## src/hdl/tpo_pkg.sv

```systemverilog
// Shared constants, codes and types of the three-phase PWM output stage.
package tpo_pkg;

   // Field widths fixed by the tick format
   localparam int VOLT_W    = 16;
   localparam int BUS_W     = 16;
   localparam int DUTY_W    = 16;
   localparam int CODE_W    = 2;
   localparam int VOLT_MAG_W = VOLT_W - 1;

   // Timer full scale and derived widths
   localparam int FULL_SCALE = 4096;
   localparam int COMPARE_W  = $clog2(FULL_SCALE + 1);
   localparam int DIVIDEND_W = VOLT_MAG_W + COMPARE_W;
   localparam int DUTY_FRAC  = 15;

   // Duty limit register
   localparam logic [DUTY_W-1:0] MAX_DUTY_RESET = 16'd31949;
   localparam logic [DUTY_W-1:0] MAX_DUTY_SAT   = 16'd32768;

   // Enable request codes
   localparam logic [CODE_W-1:0] CMD_DISABLE = 2'd0;
   localparam logic [CODE_W-1:0] CMD_ENABLE  = 2'd1;
   localparam logic [CODE_W-1:0] CMD_SHORT   = 2'd2;

   // Output stage codes
   localparam logic [CODE_W-1:0] STAGE_DISABLED = 2'd0;
   localparam logic [CODE_W-1:0] STAGE_ENABLED  = 2'd1;
   localparam logic [CODE_W-1:0] STAGE_SHORT    = 2'd2;

   // Main output enable actions
   localparam logic [CODE_W-1:0] MOE_LEAVE = 2'd0;
   localparam logic [CODE_W-1:0] MOE_CLEAR = 2'd1;
   localparam logic [CODE_W-1:0] MOE_SET   = 2'd2;

   // Control from the sequencer to each divider lane
   typedef struct packed {
      logic load;
      logic step;
   } lane_ctl_type;

endpackage

```

## src/hdl/tpo_req_if.sv

```systemverilog
// Tick request channel: enable command, phase voltages, bus voltage, break status.
interface tpo_req_if;
   logic                                valid;
   logic                                ready;
   logic [tpo_pkg::CODE_W-1:0]          enable_cmd;
   logic signed [tpo_pkg::VOLT_W-1:0]   phase_u_volts;
   logic signed [tpo_pkg::VOLT_W-1:0]   phase_v_volts;
   logic signed [tpo_pkg::VOLT_W-1:0]   phase_w_volts;
   logic [tpo_pkg::BUS_W-1:0]           bus_volts;
   logic                                break_active;

   modport source (
      output valid, enable_cmd, phase_u_volts, phase_v_volts, phase_w_volts,
             bus_volts, break_active,
      input  ready
   );
   modport sink (
      input  valid, enable_cmd, phase_u_volts, phase_v_volts, phase_w_volts,
             bus_volts, break_active,
      output ready
   );
endinterface

```

## src/hdl/tpo_rsp_if.sv

```systemverilog
// Tick response channel: stage state, fault flag, compare values, output action.
interface tpo_rsp_if;
   logic                             valid;
   logic                             ready;
   logic [tpo_pkg::CODE_W-1:0]       out_state;
   logic                             fault;
   logic [tpo_pkg::COMPARE_W-1:0]    compare_u;
   logic [tpo_pkg::COMPARE_W-1:0]    compare_v;
   logic [tpo_pkg::COMPARE_W-1:0]    compare_w;
   logic [tpo_pkg::CODE_W-1:0]       main_output_cmd;

   modport source (
      output valid, out_state, fault, compare_u, compare_v, compare_w,
             main_output_cmd,
      input  ready
   );
   modport sink (
      input  valid, out_state, fault, compare_u, compare_v, compare_w,
             main_output_cmd,
      output ready
   );
endinterface

```

## src/hdl/tpo_div_lane.sv

```systemverilog
// Bit-serial restoring divider for one phase, with sign, zero-bus and limit handling.
module tpo_div_lane (
   input  logic                                 clock,
   input  tpo_pkg::lane_ctl_type                ctl,
   input  logic signed [tpo_pkg::VOLT_W-1:0]    volts,
   input  logic [tpo_pkg::BUS_W-1:0]            bus,
   input  logic [tpo_pkg::COMPARE_W-1:0]        limit,
   output logic [tpo_pkg::COMPARE_W-1:0]        result
);

   localparam int DW = tpo_pkg::DIVIDEND_W;

   logic [DW-1:0]               acc_ff, acc_in;
   logic [tpo_pkg::BUS_W-1:0]   rem_ff, rem_in;
   logic [tpo_pkg::BUS_W-1:0]   bus_ff;
   logic                        zero_ff;
   logic                        sat_ff;
   logic [tpo_pkg::BUS_W:0]     trial;
   logic                        fits;
   logic                        positive;

   // Shift one dividend bit into the partial remainder and try a subtract
   always_comb begin
      trial    = {rem_ff, acc_ff[DW-1]};
      fits     = trial >= {1'b0, bus_ff};
      rem_in   = fits ? tpo_pkg::BUS_W'(trial - {1'b0, bus_ff})
                      : trial[tpo_pkg::BUS_W-1:0];
      acc_in   = {acc_ff[DW-2:0], fits};
      positive = !volts[tpo_pkg::VOLT_W-1] && (volts != '0);
   end

   // Load the scaled magnitude at accept, then advance one quotient bit a cycle
   always_ff @(posedge clock) begin
      if (ctl.load) begin
         acc_ff  <= DW'(volts[tpo_pkg::VOLT_MAG_W-1:0]) * DW'(tpo_pkg::FULL_SCALE);
         rem_ff  <= '0;
         bus_ff  <= bus;
         zero_ff <= !positive;
         sat_ff  <= positive && (bus == '0);
      end else if (ctl.step) begin
         acc_ff <= acc_in;
         rem_ff <= rem_in;
      end
   end

   // Clamp the quotient to the duty limit
   always_comb begin
      if (zero_ff) begin
         result = '0;
      end else if (sat_ff || (acc_ff > DW'(limit))) begin
         result = limit;
      end else begin
         result = acc_ff[tpo_pkg::COMPARE_W-1:0];
      end
   end

endmodule

```

## src/hdl/three_phase_pwm_output_stage.sv

```systemverilog
// Top level of the three-phase PWM output stage: tick sequencer, state, lanes, output.
//
// One tick runs from accept to result in three parts: a load of the
// three divider lanes, 28 restoring-division steps (15 magnitude bits of the
// phase voltage plus 13 bits of compare scale, one quotient bit per cycle in
// each lane) and a clamp of the result into the output register. The three
// phases divide side by side. Ticks taken in the disabled or active-short state
// need no division and skip the steps. A new tick is taken as soon as
// the previous one has moved into the output register, even if that result has
// not been collected yet. The duty limit register is written through csr_wr_en
// and csr_wr_data and should change only while no tick is in flight.
module three_phase_pwm_output_stage (
   input  logic                          clock,
   input  logic                          reset,
   tpo_req_if.sink                       req_chan,
   tpo_rsp_if.source                     rsp_chan,
   input  logic                          csr_wr_en,
   input  logic [tpo_pkg::DUTY_W-1:0]    csr_wr_data
);

   localparam int CNT_W = $clog2(tpo_pkg::DIVIDEND_W);

   typedef enum logic [1:0] {
      SEQ_IDLE,
      SEQ_RUN,
      SEQ_DONE
   } seq_type;

   seq_type                              seq_ff;
   logic [CNT_W-1:0]                     cnt_ff;
   logic [tpo_pkg::DUTY_W-1:0]           max_duty_ff;
   logic [tpo_pkg::CODE_W-1:0]           stage_ff, stage_in;
   logic                                 error_ff, error_in;
   logic                                 calc_ff, calc_in;
   logic [tpo_pkg::CODE_W-1:0]           moe_ff, moe_in;
   logic [tpo_pkg::COMPARE_W-1:0]        limit_ff, limit_in;
   logic [tpo_pkg::DUTY_W-1:0]           duty_sat;
   logic [tpo_pkg::DUTY_W+tpo_pkg::COMPARE_W-1:0] limit_prod;
   logic                                 rsp_valid_ff;
   logic [tpo_pkg::CODE_W-1:0]           rsp_state_ff;
   logic                                 rsp_fault_ff;
   logic [tpo_pkg::COMPARE_W-1:0]        rsp_cu_ff, rsp_cv_ff, rsp_cw_ff;
   logic [tpo_pkg::CODE_W-1:0]           rsp_moe_ff;
   logic [tpo_pkg::COMPARE_W-1:0]        res_u, res_v, res_w;
   logic                                 req_fire;
   logic                                 out_free;
   tpo_pkg::lane_ctl_type                lane_ctl;

   assign req_chan.ready = (seq_ff == SEQ_IDLE);
   assign req_fire       = req_chan.valid && req_chan.ready;
   assign out_free       = !rsp_valid_ff || rsp_chan.ready;

   assign lane_ctl.load = req_fire;
   assign lane_ctl.step = (seq_ff == SEQ_RUN);

   // Decode the next stage, the error latch and the output action at accept
   always_comb begin
      unique case (req_chan.enable_cmd)
         tpo_pkg::CMD_ENABLE: stage_in = tpo_pkg::STAGE_ENABLED;
         tpo_pkg::CMD_SHORT:  stage_in = tpo_pkg::STAGE_SHORT;
         default:             stage_in = tpo_pkg::STAGE_DISABLED;
      endcase
      if ((stage_ff == tpo_pkg::STAGE_ENABLED) || (stage_ff == tpo_pkg::STAGE_SHORT)) begin
         error_in = error_ff || req_chan.break_active;
         calc_in  = (stage_ff == tpo_pkg::STAGE_ENABLED);
         moe_in   = tpo_pkg::MOE_LEAVE;
      end else begin
         error_in = 1'b0;
         calc_in  = 1'b0;
         moe_in   = (stage_in == tpo_pkg::STAGE_DISABLED) ? tpo_pkg::MOE_CLEAR
                                                         : tpo_pkg::MOE_SET;
      end
   end

   // Duty limit in compare counts, saturated at full scale
   always_comb begin
      duty_sat   = (max_duty_ff > tpo_pkg::MAX_DUTY_SAT) ? tpo_pkg::MAX_DUTY_SAT
                                                         : max_duty_ff;
      limit_prod = (tpo_pkg::DUTY_W + tpo_pkg::COMPARE_W)'(duty_sat)
                 * (tpo_pkg::DUTY_W + tpo_pkg::COMPARE_W)'(tpo_pkg::FULL_SCALE);
      limit_in   = limit_prod[tpo_pkg::DUTY_FRAC +: tpo_pkg::COMPARE_W];
   end

   // Hold the duty limit register
   always_ff @(posedge clock) begin
      if (reset) begin
         max_duty_ff <= tpo_pkg::MAX_DUTY_RESET;
      end else if (csr_wr_en) begin
         max_duty_ff <= csr_wr_data;
      end
   end

   // One divider lane per phase
   tpo_div_lane u_lane_u (
      .clock  (clock),
      .ctl    (lane_ctl),
      .volts  (req_chan.phase_u_volts),
      .bus    (req_chan.bus_volts),
      .limit  (limit_ff),
      .result (res_u)
   );

   tpo_div_lane u_lane_v (
      .clock  (clock),
      .ctl    (lane_ctl),
      .volts  (req_chan.phase_v_volts),
      .bus    (req_chan.bus_volts),
      .limit  (limit_ff),
      .result (res_v)
   );

   tpo_div_lane u_lane_w (
      .clock  (clock),
      .ctl    (lane_ctl),
      .volts  (req_chan.phase_w_volts),
      .bus    (req_chan.bus_volts),
      .limit  (limit_ff),
      .result (res_w)
   );

   // Sequence the tick, keep the stage state and drive the output register
   always_ff @(posedge clock) begin
      if (reset) begin
         seq_ff       <= SEQ_IDLE;
         cnt_ff       <= '0;
         stage_ff     <= tpo_pkg::STAGE_DISABLED;
         error_ff     <= 1'b0;
         rsp_valid_ff <= 1'b0;
      end else begin
         // Drop a taken result beat unless a new one replaces it
         if (rsp_valid_ff && rsp_chan.ready && !((seq_ff == SEQ_DONE) && out_free)) begin
            rsp_valid_ff <= 1'b0;
         end
         unique case (seq_ff)
            SEQ_IDLE: begin
               if (req_fire) begin
                  stage_ff <= stage_in;
                  error_ff <= error_in;
                  calc_ff  <= calc_in;
                  moe_ff   <= moe_in;
                  limit_ff <= limit_in;
                  cnt_ff   <= CNT_W'(tpo_pkg::DIVIDEND_W - 1);
                  seq_ff   <= calc_in ? SEQ_RUN : SEQ_DONE;
               end
            end
            SEQ_RUN: begin
               cnt_ff <= cnt_ff - 1'b1;
               if (cnt_ff == '0) begin
                  seq_ff <= SEQ_DONE;
               end
            end
            SEQ_DONE: begin
               if (out_free) begin
                  rsp_valid_ff <= 1'b1;
                  rsp_state_ff <= stage_ff;
                  rsp_fault_ff <= error_ff;
                  rsp_cu_ff    <= calc_ff ? res_u : '0;
                  rsp_cv_ff    <= calc_ff ? res_v : '0;
                  rsp_cw_ff    <= calc_ff ? res_w : '0;
                  rsp_moe_ff   <= moe_ff;
                  seq_ff       <= SEQ_IDLE;
               end
            end
            default: begin
               seq_ff <= SEQ_IDLE;
            end
         endcase
      end
   end

   assign rsp_chan.valid           = rsp_valid_ff;
   assign rsp_chan.out_state       = rsp_state_ff;
   assign rsp_chan.fault           = rsp_fault_ff;
   assign rsp_chan.compare_u       = rsp_cu_ff;
   assign rsp_chan.compare_v       = rsp_cv_ff;
   assign rsp_chan.compare_w       = rsp_cw_ff;
   assign rsp_chan.main_output_cmd = rsp_moe_ff;

   // A tick taken in the disabled state never reports a fault
   a_moe_no_fault: assert property (@(posedge clock) disable iff (reset)
      rsp_chan.valid && (rsp_chan.main_output_cmd != tpo_pkg::MOE_LEAVE) |-> !rsp_chan.fault)
      else $error("fault reported on a tick taken in the disabled state");

   // Nonzero compares come only from ticks taken in the enabled state
   a_cmp_leave: assert property (@(posedge clock) disable iff (reset)
      rsp_chan.valid && ((rsp_chan.compare_u != '0) || (rsp_chan.compare_v != '0)
      || (rsp_chan.compare_w != '0)) |-> (rsp_chan.main_output_cmd == tpo_pkg::MOE_LEAVE))
      else $error("nonzero compare with a main output action");

   // Compares never pass the duty limit of the tick
   a_cmp_limit: assert property (@(posedge clock) disable iff (reset)
      (seq_ff == SEQ_DONE) && out_free |=> (rsp_chan.compare_u <= limit_ff)
      && (rsp_chan.compare_v <= limit_ff) && (rsp_chan.compare_w <= limit_ff))
      else $error("compare above duty limit");

   // An accepted beat closes the request side until its result is out
   a_busy_after_accept: assert property (@(posedge clock) disable iff (reset)
      req_fire |=> !req_chan.ready)
      else $error("request taken while a tick is in flight");

endmodule

```

## src/flat_wrapper.sv

```systemverilog
// flat-port wrapper written by rule: the top's interface ports become plain ports
module three_phase_pwm_output_stage_flat 
  (clock, reset, csr_wr_en, csr_wr_data, req_chan_valid, req_chan_enable_cmd, req_chan_phase_u_volts, req_chan_phase_v_volts, req_chan_phase_w_volts, req_chan_bus_volts, req_chan_break_active, req_chan_ready, rsp_chan_valid, rsp_chan_out_state, rsp_chan_fault, rsp_chan_compare_u, rsp_chan_compare_v, rsp_chan_compare_w, rsp_chan_main_output_cmd, rsp_chan_ready);
  tpo_req_if req_chan_i ();
  tpo_rsp_if rsp_chan_i ();
  input  logic clock;
  input  logic reset;
  input  logic csr_wr_en;
  input  logic [tpo_pkg::DUTY_W-1:0] csr_wr_data;
  input wire logic [$bits(req_chan_i.valid)-1:0] req_chan_valid;
  input wire logic [$bits(req_chan_i.enable_cmd)-1:0] req_chan_enable_cmd;
  input wire logic [$bits(req_chan_i.phase_u_volts)-1:0] req_chan_phase_u_volts;
  input wire logic [$bits(req_chan_i.phase_v_volts)-1:0] req_chan_phase_v_volts;
  input wire logic [$bits(req_chan_i.phase_w_volts)-1:0] req_chan_phase_w_volts;
  input wire logic [$bits(req_chan_i.bus_volts)-1:0] req_chan_bus_volts;
  input wire logic [$bits(req_chan_i.break_active)-1:0] req_chan_break_active;
  output wire logic [$bits(req_chan_i.ready)-1:0] req_chan_ready;
  output wire logic [$bits(rsp_chan_i.valid)-1:0] rsp_chan_valid;
  output wire logic [$bits(rsp_chan_i.out_state)-1:0] rsp_chan_out_state;
  output wire logic [$bits(rsp_chan_i.fault)-1:0] rsp_chan_fault;
  output wire logic [$bits(rsp_chan_i.compare_u)-1:0] rsp_chan_compare_u;
  output wire logic [$bits(rsp_chan_i.compare_v)-1:0] rsp_chan_compare_v;
  output wire logic [$bits(rsp_chan_i.compare_w)-1:0] rsp_chan_compare_w;
  output wire logic [$bits(rsp_chan_i.main_output_cmd)-1:0] rsp_chan_main_output_cmd;
  input wire logic [$bits(rsp_chan_i.ready)-1:0] rsp_chan_ready;
  assign req_chan_i.valid = req_chan_valid;
  assign req_chan_i.enable_cmd = req_chan_enable_cmd;
  assign req_chan_i.phase_u_volts = req_chan_phase_u_volts;
  assign req_chan_i.phase_v_volts = req_chan_phase_v_volts;
  assign req_chan_i.phase_w_volts = req_chan_phase_w_volts;
  assign req_chan_i.bus_volts = req_chan_bus_volts;
  assign req_chan_i.break_active = req_chan_break_active;
  assign req_chan_ready = req_chan_i.ready;
  assign rsp_chan_valid = rsp_chan_i.valid;
  assign rsp_chan_out_state = rsp_chan_i.out_state;
  assign rsp_chan_fault = rsp_chan_i.fault;
  assign rsp_chan_compare_u = rsp_chan_i.compare_u;
  assign rsp_chan_compare_v = rsp_chan_i.compare_v;
  assign rsp_chan_compare_w = rsp_chan_i.compare_w;
  assign rsp_chan_main_output_cmd = rsp_chan_i.main_output_cmd;
  assign rsp_chan_i.ready = rsp_chan_ready;
  three_phase_pwm_output_stage u_core (.clock(clock), .reset(reset), .req_chan(req_chan_i), .rsp_chan(rsp_chan_i), .csr_wr_en(csr_wr_en), .csr_wr_data(csr_wr_data));
endmodule
```

## config.mk

```make
export PLATFORM = sky130hd
export DESIGN_NAME = three_phase_pwm_output_stage_flat
export DESIGN_NICKNAME = d
export VERILOG_FILES = /design/src/hdl/tpo_pkg.sv /design/src/hdl/tpo_req_if.sv /design/src/hdl/tpo_rsp_if.sv /design/src/hdl/tpo_div_lane.sv /design/src/hdl/three_phase_pwm_output_stage.sv /design/src/flat_wrapper.sv
export SDC_FILE = /design/constraint.sdc
export NUM_CORES = 1
export LEC_CHECK = 0
export BUFFER_PORTS_ARGS = -buffer_cell sky130_fd_sc_hd__buf_2
export CAP_MARGIN = 15
export CORE_MARGIN = 8
export CORE_UTILIZATION = 55
export DETAILED_ROUTE_END_ITERATION = 8
export GPL_ROUTABILITY_DRIVEN = 1
export PLACE_DENSITY = 0.82
export SYNTH_ARGS = -nofsm -noshare
export SYNTH_HDL_FRONTEND = slang
export SYNTH_HIERARCHICAL = 1
export SYNTH_SLANG_ARGS = --single-unit
```

## constraint.sdc

```tcl
create_clock -name clock -period 4.6 [get_ports clock]
set_input_delay 0.23 -clock clock [delete_from_list [all_inputs] [get_ports clock]]
set_output_delay 0.23 -clock clock [all_outputs]
set_load 0.02 [all_outputs]
```

==> impl_metrics.env, run 1 <==
export IMPL_final_instance_count_excl_fill=1984
export IMPL_firstDrtPassIters=5
export IMPL_synth_edf_count=159
export IMPL_synth_seq_cells=270
export IMPL_synth_compound_area_share_pct=14.39
export IMPL_grt_overflow=0
export IMPL_p_int_mw=4.355
export IMPL_post_route_min_period_ns=3.099
export IMPL_final_antenna_net_count=0
export IMPL_via_count=11618
export IMPL_swShare_pct=24.01
export IMPL_core_um2=26880
export IMPL_ys_flop_type="edfxtp_1"
export IMPL_power_density_nw_per_um2=329.9
export IMPL_yosys_area_share_simple_pct=16.62
export IMPL_routabilityCongestion=0.8713
export IMPL_arrival_ns=3.39
export IMPL_route_final_wire_length_um=36390
export IMPL_grt_use_total_pct=21.39
export IMPL_status="completed"
export IMPL_syn_to_final_growth_pct=15.82
export IMPL_grt_pass1_vias=11576
export IMPL_clkPwrFrac_pct=41.5
export IMPL_reg2reg_depth=10
export IMPL_clk_latency_ns=0.55
export IMPL_async_flop_share_pct=0
export IMPL_ys_types=88
export IMPL_h_tree_depth=1
export IMPL_min_delay_start="req_chan_phase_u_volts[0]"
export IMPL_grt_max_degree=96
export IMPL_final_seq_area_um2=6997
export IMPL_p_switching_mw=1.376
export IMPL_die_width_um=181.2
export IMPL_path_max_fanout=13
export IMPL_skew_ns=0.01056
export IMPL_pwr_share_comb_pct=10.3
export IMPL_muxShareOfSynthArea_pct=7.490
export IMPL_numPortBuffers=130
export IMPL_drtIter0Drc=993
export IMPL_ys_warn_count=6
export IMPL_ys_seq_area_share_pct=46.64
export IMPL_p_leak_nw=7.235
export IMPL_rrSetupSlack_ns=1.50
export IMPL_synth_xor_xnor_area_share_pct=1.810
export IMPL_cts_sinks=270
export IMPL_wl_per_cell_um=18.34
export IMPL_use_met1_pct=26.33
export IMPL_synthAdderAreaFrac_pct=7.991
export IMPL_min_to="u_core/u_lane_u/acc_ff[12]"
export IMPL_cts_root_buf="clkbuf_16"
export IMPL_r2r_end="u_core/rsp_chan.compare_u[1]"
export IMPL_dp_cells=1873
export IMPL_remaining_drc_errors=0
export IMPL_final_cell_mix="159 x edfxtp_1, 136 x nand2_1, 130 x buf_2, 129 x nor2_1, 111 x dfxtp_1"
export IMPL_fin_area_um2=17370
export IMPL_synth_cells=1459
export IMPL_placed_area_um2=15820
export IMPL_busiest_layer="met2"
export IMPL_cts_tree="built"
export IMPL_synth_area_per_cell_um2=10.28
export IMPL_cts_buffers=28
export IMPL_layout_drive_gt1_share_pct=14.93
export IMPL_grt_setup_unrepaired="no"
export IMPL_fillCellCount=2078
export IMPL_relSlewSlack_pct=35.55
export IMPL_cts_clk_slew_worst_paths_ns=0.06
export IMPL_viasPerCell=5.856
export IMPL_reg2reg_from="u_core/limit_ff[1]"
export IMPL_critical_path_class="flip-flop to flip-flop"
export IMPL_synth_top_family_by_area="simple AND/OR/NAND/NOR gates"
export IMPL_power_frac_seq_pct=48.2
export IMPL_cts_repair_resized=0
export IMPL_synthesis_nets=1641
export IMPL_cts_max_path_buffers=3
export IMPL_multi_input_area_um2=7258
export IMPL_final_common_cell="edfxtp_1"
export IMPL_hp_class="input port to flip-flop"
export IMPL_num_io_pins=134
export IMPL_critPathLaunchType="flip-flop"
export IMPL_worst_slew_pin_slew_ns=0.9580
export IMPL_dieArea_um2=32820
export IMPL_end_kind="flip-flop"
export IMPL_start_util_pct=55.81
export IMPL_hold_viol=0
export IMPL_max_freq_ghz=0.3227
export IMPL_antenna_found_initial=2
export IMPL_cp_required_ns=4.89
export IMPL_die_h_um=181.2
export IMPL_whs_path_depth=3
export IMPL_nets=1801
export IMPL_syn_area_um2=15000
export IMPL_post_route_period_util_pct=67.36
export IMPL_met3_usage_pct=3.531
export IMPL_fin_tns_setup_ns=0
export IMPL_irDropWorstVdd_mv=0.3520
export IMPL_grt_first_pass_wirelength_um=58400
export IMPL_max_cap_violations=0
export IMPL_std_cell_rows=60
export IMPL_setup_violations=0
export IMPL_hpwlAfterDp_um=24250
export IMPL_grtUsageMet2_pct=36.61
export IMPL_slew_viol_final=0
[power by group through the flow]
stage                     logic, mW  registers, mW  clock network, mW
final                         0.589           2.76               2.38
after global placement        0.518           2.80                  0
after floorplan               0.372           2.79                  0
after global routing          0.646           2.77               2.50
after detailed placement      0.537           2.81                  0
after CTS                     0.579           2.76               2.42
[routing by layer]
layer / up-vias / part of all wire, %
met2: 456 / 48
met3: 98 / 6.4
met5: - / 0
met4: 0 / 4.1
met1: 5475 / 42
li1: 5589 / -
[critical path, cell delays in order (launching register included)]
cell,delay [ns]
edfxtp_1,0.53
inv_1,0.10
ha_1,0.31
nor2b_1,0.14
o21a_1,0.16
o21a_1,0.16
o21ai_0,0.14
o2111ai_1,0.14
a21oi_2,0.75
mux2i_1,0.22
and2_1,0.21
[cell families (layout without fill, tap and decap cells)]
| family | after synthesis | after routing |
|---|---|---|
| simple gates | 487 | 487 |
| compound gates | 297 | 297 |
| flops | 270 | 270 |
| buf+inv | 170 | 352 |
| mux | 110 | 110 |
| fa+ha+maj | 94 | 94 |
| xor+xnor | 31 | 31 |
| other cells | 0 | 2 |
[Yosys cell counts, drive strengths merged, types with 4 or more instances]
library cell	number	area share [%]
nand3	7	0.23
nor3b	6	0.38
mux2i	104	6.9
nand2	136	3.4
edfxtp	159	32
a211o	8	0.47
nor2	132	3.6
mux2	6	0.55
and2	40	1.7
ha	91	7.6
a21o	18	0.92
nor2b	38	1.6
o211ai	15	0.75
and4	9	0.58
a22o	9	0.53
a32o	5	0.33
nand4	17	0.79
a31oi	14	0.83
a21oi	39	1.6
a211oi	28	1.7
a21boi	4	0.20
a311oi	5	0.38
dfxtp	111	15
o21ai	86	2.9
and3	5	0.23
xnor2	17	0.99
inv	104	2.6
buf	21	1.1
a32oi	10	0.58
nand2b	38	1.6
nor4	33	1.4
nor3	9	0.30
clkbuf	45	1.4
o21a	15	0.75
xor2	14	0.82
o31ai	6	0.30
[flip-flops by register name (all words and copies together), names as in the netlist, 2 cells and up]
signal                           count
u_core/u_lane_w/rem_ff              16
u_core/rsp_chan.main_output_cmd      2
u_core/rsp_chan.compare_u           13
u_core/cnt_ff                        5
u_core/rsp_chan.out_state            2
u_core/u_lane_v/bus_ff              16
u_core/u_lane_v/rem_ff              16
u_core/u_lane_w/acc_ff              28
u_core/limit_ff                     13
u_core/u_lane_u/bus_ff              16
u_core/rsp_chan.compare_w           13
u_core/rsp_chan.compare_v           13
u_core/moe_ff                        2
u_core/u_lane_u/rem_ff              16
u_core/seq_ff                        2
u_core/stage_ff                      2
u_core/u_lane_u/acc_ff              28
u_core/u_lane_v/acc_ff              28
u_core/max_duty_ff                  13
u_core/u_lane_w/bus_ff              16
[worst max path at each step]
stage                                   from                      endpoint
after floorplan             u_core/seq_ff[1]  u_core/rsp_chan.compare_u[0]
after global placement    u_core/limit_ff[1]  u_core/rsp_chan.compare_u[0]
after detailed placement  u_core/limit_ff[1]  u_core/rsp_chan.compare_u[1]
after CTS                 u_core/limit_ff[1]  u_core/rsp_chan.compare_u[1]
after global routing      u_core/limit_ff[1]  u_core/rsp_chan.compare_u[1]
final                     u_core/limit_ff[1]  u_core/rsp_chan.compare_u[1]
[through the flow]
stage	power, mW	hold WS (ns)	worst slack, ns	utilization, %
after floorplan	3.163	0.3289	0.1614	-
after global routing	5.920	0.01386	1.351	64.65
after global placement	3.322	0.4046	1.608	58.85
final	5.731	0.008242	1.501	64.65
after CTS	5.753	0.0007480	1.506	64.63
after detailed placement	3.346	0.4057	1.504	58.85
[cell type report]
| class | count | share of cell area (%) |
|---|---|---|
| multi-input combinational | 1019 | 41.78 |
| sequential | 270 | 40.27 |
| timing repair buffer | 196 | 7.562 |
| clock buffer | 37 | 4.523 |
| tap | 341 | 2.456 |
| inverter | 104 | 2.247 |
| clock inverter | 15 | 1.138 |
| antenna | 2 | 0.02881 |
[timing repair]
action                    4_1_cts  5_1_grt
hold buffers                   57        0
setup buffers                   0        0
hold endpoints to repair       77        0
No activity file was read; power rests on OpenSTA's default activity.
==> run 2, diff against run 1 <==
- clock period: 4.6 -> 2.74 ns (I/O delays scaled with it)
==> run 2 against run 1 <==
Compared with the run above: worst hold slack improved by 0.059 ns; global-route usage rose by 1.1 points; final area rose by 3.5%; utilization rose by 2.3 points; register-to-register slack got worse by 1.5 ns; critical path depth rose by 1; setup slack got worse by 1.5 ns; power rose by 63%; highest routed layer unchanged.
==> impl_metrics.env, run 2 (synthesis results as in run 1) <==
export IMPL_nets=1870
export IMPL_post_route_min_period_ns=2.722
export IMPL_crit_path_frequent_cell="a21o_1"
export IMPL_viasPerCell=5.862
export IMPL_max_freq_ghz=0.3673
export IMPL_hpwlAfterDp_um=25600
export IMPL_irDropWorstVdd_mv=0.3853
export IMPL_fillCellCount=1977
export IMPL_cts_max_path_buffers=3
export IMPL_wl_met3_um=2725
export IMPL_final_antenna_net_count=0
export IMPL_power_frac_seq_pct=49.5
export IMPL_start_util_pct=55.81
export IMPL_critPathLaunchType="flip-flop"
export IMPL_routabilityCongestion=0.8980
export IMPL_post_route_period_util_pct=99.36
export IMPL_cts_tree="built"
export IMPL_p_int_mw=7.030
export IMPL_grt_setup_unrepaired="yes"
export IMPL_status="completed"
export IMPL_pwr_share_comb_pct=11.6
export IMPL_final_common_cell="edfxtp_1"
export IMPL_wl_met2_um=18700
export IMPL_critical_path_class="flip-flop to flip-flop"
export IMPL_numPortBuffers=130
export IMPL_critical_path_max_stage_delay_ns=0.49
export IMPL_std_cell_rows=60
export IMPL_cts_root_buf="clkbuf_16"
export IMPL_hp_class="input port to flip-flop"
export IMPL_p_total_mw=9.353
export IMPL_final_seq_area_um2=6997
export IMPL_firstDrtPassIters=5
export IMPL_top_regs="u_core/u_lane_u/acc_ff x28, u_core/u_lane_v/acc_ff x28, u_core/u_lane_w/acc_ff x28"
export IMPL_die_h_um=181.2
export IMPL_dieArea_um2=32820
export IMPL_cp_required_ns=3.04
export IMPL_syn_to_final_growth_pct=19.92
export IMPL_final_core_util_pct=66.93
export IMPL_worst_path_buf_inv=2
export IMPL_via_count=12035
export IMPL_p_leak_nw=7.493
export IMPL_final_cell_mix="159 x edfxtp_1, 136 x nand2_1, 130 x buf_2, 128 x nor2_1, 111 x dfxtp_1"
export IMPL_worstPathCellList="inv_1 -> ha_1 -> a21o_1 -> a21o_1 -> a21oi_2 -> o211ai_1 -> a221o_1 -> buf_12 -> mux2i_1 -> nor2_1 -> and2_1"
export IMPL_cts_clk_slew_worst_paths_ns=0.06
export IMPL_slew_viol_final=0
export IMPL_path_max_fanout=13
export IMPL_num_io_pins=134
export IMPL_grt_use_total_pct=22.45
export IMPL_p_switching_mw=2.324
export IMPL_setup_violations=0
export IMPL_max_cap_violations=0
export IMPL_fin_tns_setup_ns=0
export IMPL_clk_latency_ns=0.55
export IMPL_remaining_drc_errors=0
export IMPL_h_tree_depth=1
export IMPL_swShare_pct=24.84
export IMPL_route_final_wire_length_um=38580
export IMPL_antenna_found_initial=1
export IMPL_power_density_nw_per_um2=520.0
export IMPL_critPathTopFamily="compound AO/OA/AOI/OAI gates"
export IMPL_m1WireLength_um=15980
export IMPL_worst_slew_pin_slew_ns=1.058
export IMPL_arrival_ns=3.02
export IMPL_end_kind="flip-flop"
export IMPL_die_width_um=181.2
export IMPL_cts_buffers=29
export IMPL_hold_viol=0
export IMPL_clkPwrFrac_pct=38.9
export IMPL_core_um2=26880
export IMPL_crit_slowest_cell="edfxtp_1"
export IMPL_drtIter0Drc=883
export IMPL_top_layer="met4"
export IMPL_relSlewSlack_pct=29.22
export IMPL_cts_sinks=270
export IMPL_grt_first_pass_wirelength_um=60910
export IMPL_wl_per_cell_um=18.79
export IMPL_multi_input_area_um2=7346
export IMPL_grt_max_degree=95
export IMPL_layout_drive_gt1_share_pct=17.48
export IMPL_grt_overflow=0
export IMPL_skew_ns=0.01587
export IMPL_grt_pass1_vias=11669
run 2: cell count changes in the layout (fill, tap and decap cells not counted), moves of 3 or more:
cell	delta
dlygate4sd3_1	+24
ha_1	-3
inv_1	-4
bufinv_16	-4
buf_4	+40
o21ai_0	-43
clkbuf_1	+4
o21ai_1	+41
ha_4	+3
run 2: final timing paths:
check / to / start / slack (ns) / depth (start not counted)
max: u_core/rsp_chan.compare_w[1] / u_core/limit_ff[5] / 0.02 / 11
min: u_core/stage_ff[0] / reset / 0.07 / 2
max reg2reg: u_core/rsp_chan.compare_w[1] / u_core/limit_ff[5] / 0.02 / 11
min reg2reg: u_core/rsp_chan.main_output_cmd[1] / u_core/moe_ff[1] / 0.42 / 0
run 2: through the flow:
| stage | worst slack [ns] | cells | hold slack (ns) | cell area [um^2] |
|---|---|---|---|---|
| floorplan | -0.7227 | 1459 | 0.2359 | 15130 |
| global placement | 0.1470 | 1898 | 0.3491 | 16090 |
| detailed placement | 0.03915 | 1898 | 0.3512 | 16090 |
| CTS | 0.03158 | 2033 | 0.01079 | 17780 |
| global route | -0.07626 | 2053 | 0.04415 | 17990 |
| finish | 0.01755 | 2053 | 0.06708 | 17990 |
run 2: timing repair:
item	CTS	global route
hold endpoints to repair	113	0
hold buffers	81	0
resized for setup	0	7
setup endpoints to repair	0	41
setup buffers	0	18
run 2: routing by layer:
layer	global-route usage (%)	vias to the layer above
met4	7.871	0
met2	37.98	486
met5	0	-
met3	4.293	105
met1	28.34	5717
li1	-	5727
run 2: layout make-up:
type                       count  share of cell area (%)
sequential                   270                   38.90
timing repair buffer         264                   10.73
multi-input combinational   1019                   40.84
antenna                        1                 0.01391
clock buffer                  41                   4.514
inverter                     104                   2.254
tap                          341                   2.372
clock inverter                13                  0.3826
run 2: power groups by stage:
stage | registers [mW] | clock network (mW) | logic, mW
floorplan | 4.68 | 0 | 0.656
global placement | 4.71 | 0 | 0.903
detailed placement | 4.72 | 0 | 0.937
CTS | 4.63 | 3.70 | 1.03
global route | 4.65 | 3.88 | 1.18
finish | 4.63 | 3.64 | 1.08
==> run 3, diff against run 2 <==
- PLACE_DENSITY: 0.82 -> 0.79
- clock period: 2.74 -> 2.8 ns (I/O delays scaled with it)
==> run 3 against run 2 <==
Compared with the run above: non-clock buffer count shrank 19; final cell count shrank 0.83%; clock skew shrank 0.0015 ns; via count shrank 1.5%; largest cell class unchanged.
==> impl_metrics.env, run 3 (synthesis results as in run 1) <==
export IMPL_reg2reg_depth=12
export IMPL_grt_overflow=0
export IMPL_cp_required_ns=3.22
export IMPL_irDropWorstVdd_mv=0.4769
export IMPL_status="completed"
export IMPL_post_route_period_util_pct=96.18
export IMPL_cp_depth=12
export IMPL_crit_slowest_cell="edfxtp_1"
export IMPL_via_count=11855
export IMPL_drtIter0Drc=883
export IMPL_crit_path_frequent_cell="o21a_1"
export IMPL_layout_drive_gt1_share_pct=16.43
export IMPL_grt_use_total_pct=22.27
export IMPL_path_max_fanout=13
export IMPL_cts_max_path_buffers=3
export IMPL_fillCellCount=2020
export IMPL_relSlewSlack_pct=41.47
export IMPL_final_core_util_pct=66.37
export IMPL_num_io_pins=134
export IMPL_wl_per_cell_um=18.46
export IMPL_numPortBuffers=130
export IMPL_grt_pass1_vias=11612
export IMPL_syn_to_final_growth_pct=18.92
export IMPL_worstPathCellList="buf_4 -> inv_1 -> ha_1 -> nor2b_1 -> o21a_1 -> o21a_1 -> o21ai_0 -> o2111ai_1 -> a21oi_2 -> buf_12 -> mux2i_1 -> and2_1"
export IMPL_start_util_pct=55.81
export IMPL_whs_path_depth=2
export IMPL_worst_path_buf_inv=3
export IMPL_setup_violations=0
export IMPL_p_leak_nw=7.404
export IMPL_top_regs="u_core/u_lane_u/acc_ff x28, u_core/u_lane_v/acc_ff x28, u_core/u_lane_w/acc_ff x28"
export IMPL_dieArea_um2=32820
export IMPL_routabilityCongestion=0.9157
export IMPL_grt_first_pass_wirelength_um=60510
export IMPL_arrival_ns=3.11
export IMPL_critPathLaunchType="flip-flop"
export IMPL_cts_sinks=270
export IMPL_hold_viol=0
export IMPL_die_width_um=181.2
export IMPL_core_um2=26880
export IMPL_critPathTopFamily="compound AO/OA/AOI/OAI gates"
export IMPL_die_h_um=181.2
export IMPL_grt_setup_unrepaired="no"
export IMPL_std_cell_rows=60
export IMPL_remaining_drc_errors=0
export IMPL_firstDrtPassIters=6
export IMPL_skew_ns=0.01433
export IMPL_clk_latency_ns=0.55
export IMPL_cts_clk_slew_worst_paths_ns=0.06
export IMPL_max_freq_ghz=0.3713
export IMPL_post_route_min_period_ns=2.693
export IMPL_critical_path_max_stage_delay_ns=0.49
export IMPL_critical_path_class="flip-flop to flip-flop"
export IMPL_cts_tree="built"
export IMPL_hpwlAfterDp_um=24890
export IMPL_hp_class="input port to flip-flop"
export IMPL_end_kind="flip-flop"
export IMPL_final_cell_mix="159 x edfxtp_1, 136 x nand2_1, 130 x buf_2, 129 x nor2_1, 111 x dfxtp_1"
export IMPL_holdWs_ns=0.03981
export IMPL_viasPerCell=5.823
export IMPL_p_total_mw=9.319
export IMPL_worst_slew_pin_slew_ns=0.8779
export IMPL_max_cap_violations=0
export IMPL_nets=1851
export IMPL_antenna_found_initial=3
export IMPL_final_common_cell="edfxtp_1"
export IMPL_cts_root_buf="clkbuf_16"
export IMPL_slew_viol_final=0
export IMPL_setup_slack_ns=0.1069
export IMPL_h_tree_depth=1
export IMPL_pre_cts_slack_ns=0.1093
export IMPL_route_final_wire_length_um=37580
export IMPL_power_density_nw_per_um2=522.4
export IMPL_final_antenna_net_count=0
export IMPL_cts_buffers=29
export IMPL_grt_max_degree=58
run 3: changes by cell type in the layout (fill, tap and decap cells not counted), sizes merged:
cell,change
buf,-17
bufinv,+2
clkbuf,-1
clkinv,-2
diode,+2
dlygate4sd3,-1
run 3: routing by layer:
metal | global-route usage, % | part of all wire, % | up-vias
met5 | 0 | 0 | -
met4 | 8.068 | 3.1 | 0
met3 | 3.450 | 5.9 | 97
met2 | 36.73 | 47 | 400
met1 | 29.30 | 44 | 5656
li1 | - | - | 5702
run 3: worst paths after layout:
path | end | slack [ns] | from
setup reg to reg | u_core/rsp_chan.compare_u[10] | 0.11 | u_core/limit_ff[1]
setup / recovery | u_core/rsp_chan.compare_u[10] | 0.11 | u_core/limit_ff[1]
hold / removal | u_core/u_lane_v/zero_ff | 0.04 | req_chan_phase_v_volts[15]
hold reg to reg | u_core/rsp_chan.main_output_cmd[0] | 0.42 | u_core/moe_ff[0]
run 3: area by class of cell:
class                           instances  area [um^2]  share of cell area (%)
Clock buffer                           41        812.0                   4.552
Sequential cell                       270         6997                   39.22
Multi-Input combinational cell       1019         7318                   41.03
Tap cell                              341        426.7                   2.392
Timing Repair Buffer                  245         1752                   9.820
Antenna cell                            3        7.507                 0.04208
Clock inverter                         13        120.1                  0.6734
Inverter                              104        405.4                   2.273
run 3: worst reg2reg max path: cells and delay by family, from the launching register on:
family | cells | cell delay (ns)
flip-flops | 1 | 0.49
AO/OA/AOI/OAI | 5 | 0.84
adder cells (fa/ha/maj) | 1 | 0.29
AND/OR/NAND/NOR | 2 | 0.30
buffers and inverters | 3 | 0.39
multiplexers | 1 | 0.26
run 3: metrics by stage:
step,setup TNS [ns],instance area (um^2),std cells
after floorplan,-66.58,15130,1459
after global placement,0,16060,1896
after detailed placement,0,16060,1896
after CTS,0,17790,2030
after global routing,0,17840,2036
final,0,17840,2036
run 3: what timing repair did:
item                                    CTS  global route
setup buffers                             0             3
endpoints found under the hold margin   112             0
gates resized for setup                   0             2
hold buffers                             80             0
endpoints found under the setup margin    0            20
run 3: where the power goes:
| part | switching [mW] | total, mW | leakage (nW) | internal, mW |
|---|---|---|---|---|
| Clock | 1.55 | 3.75 | 0.459 | 2.20 |
| Sequential | 0.127 | 4.54 | 2.43 | 4.41 |
| Combinational | 0.593 | 1.03 | 4.51 | 0.439 |
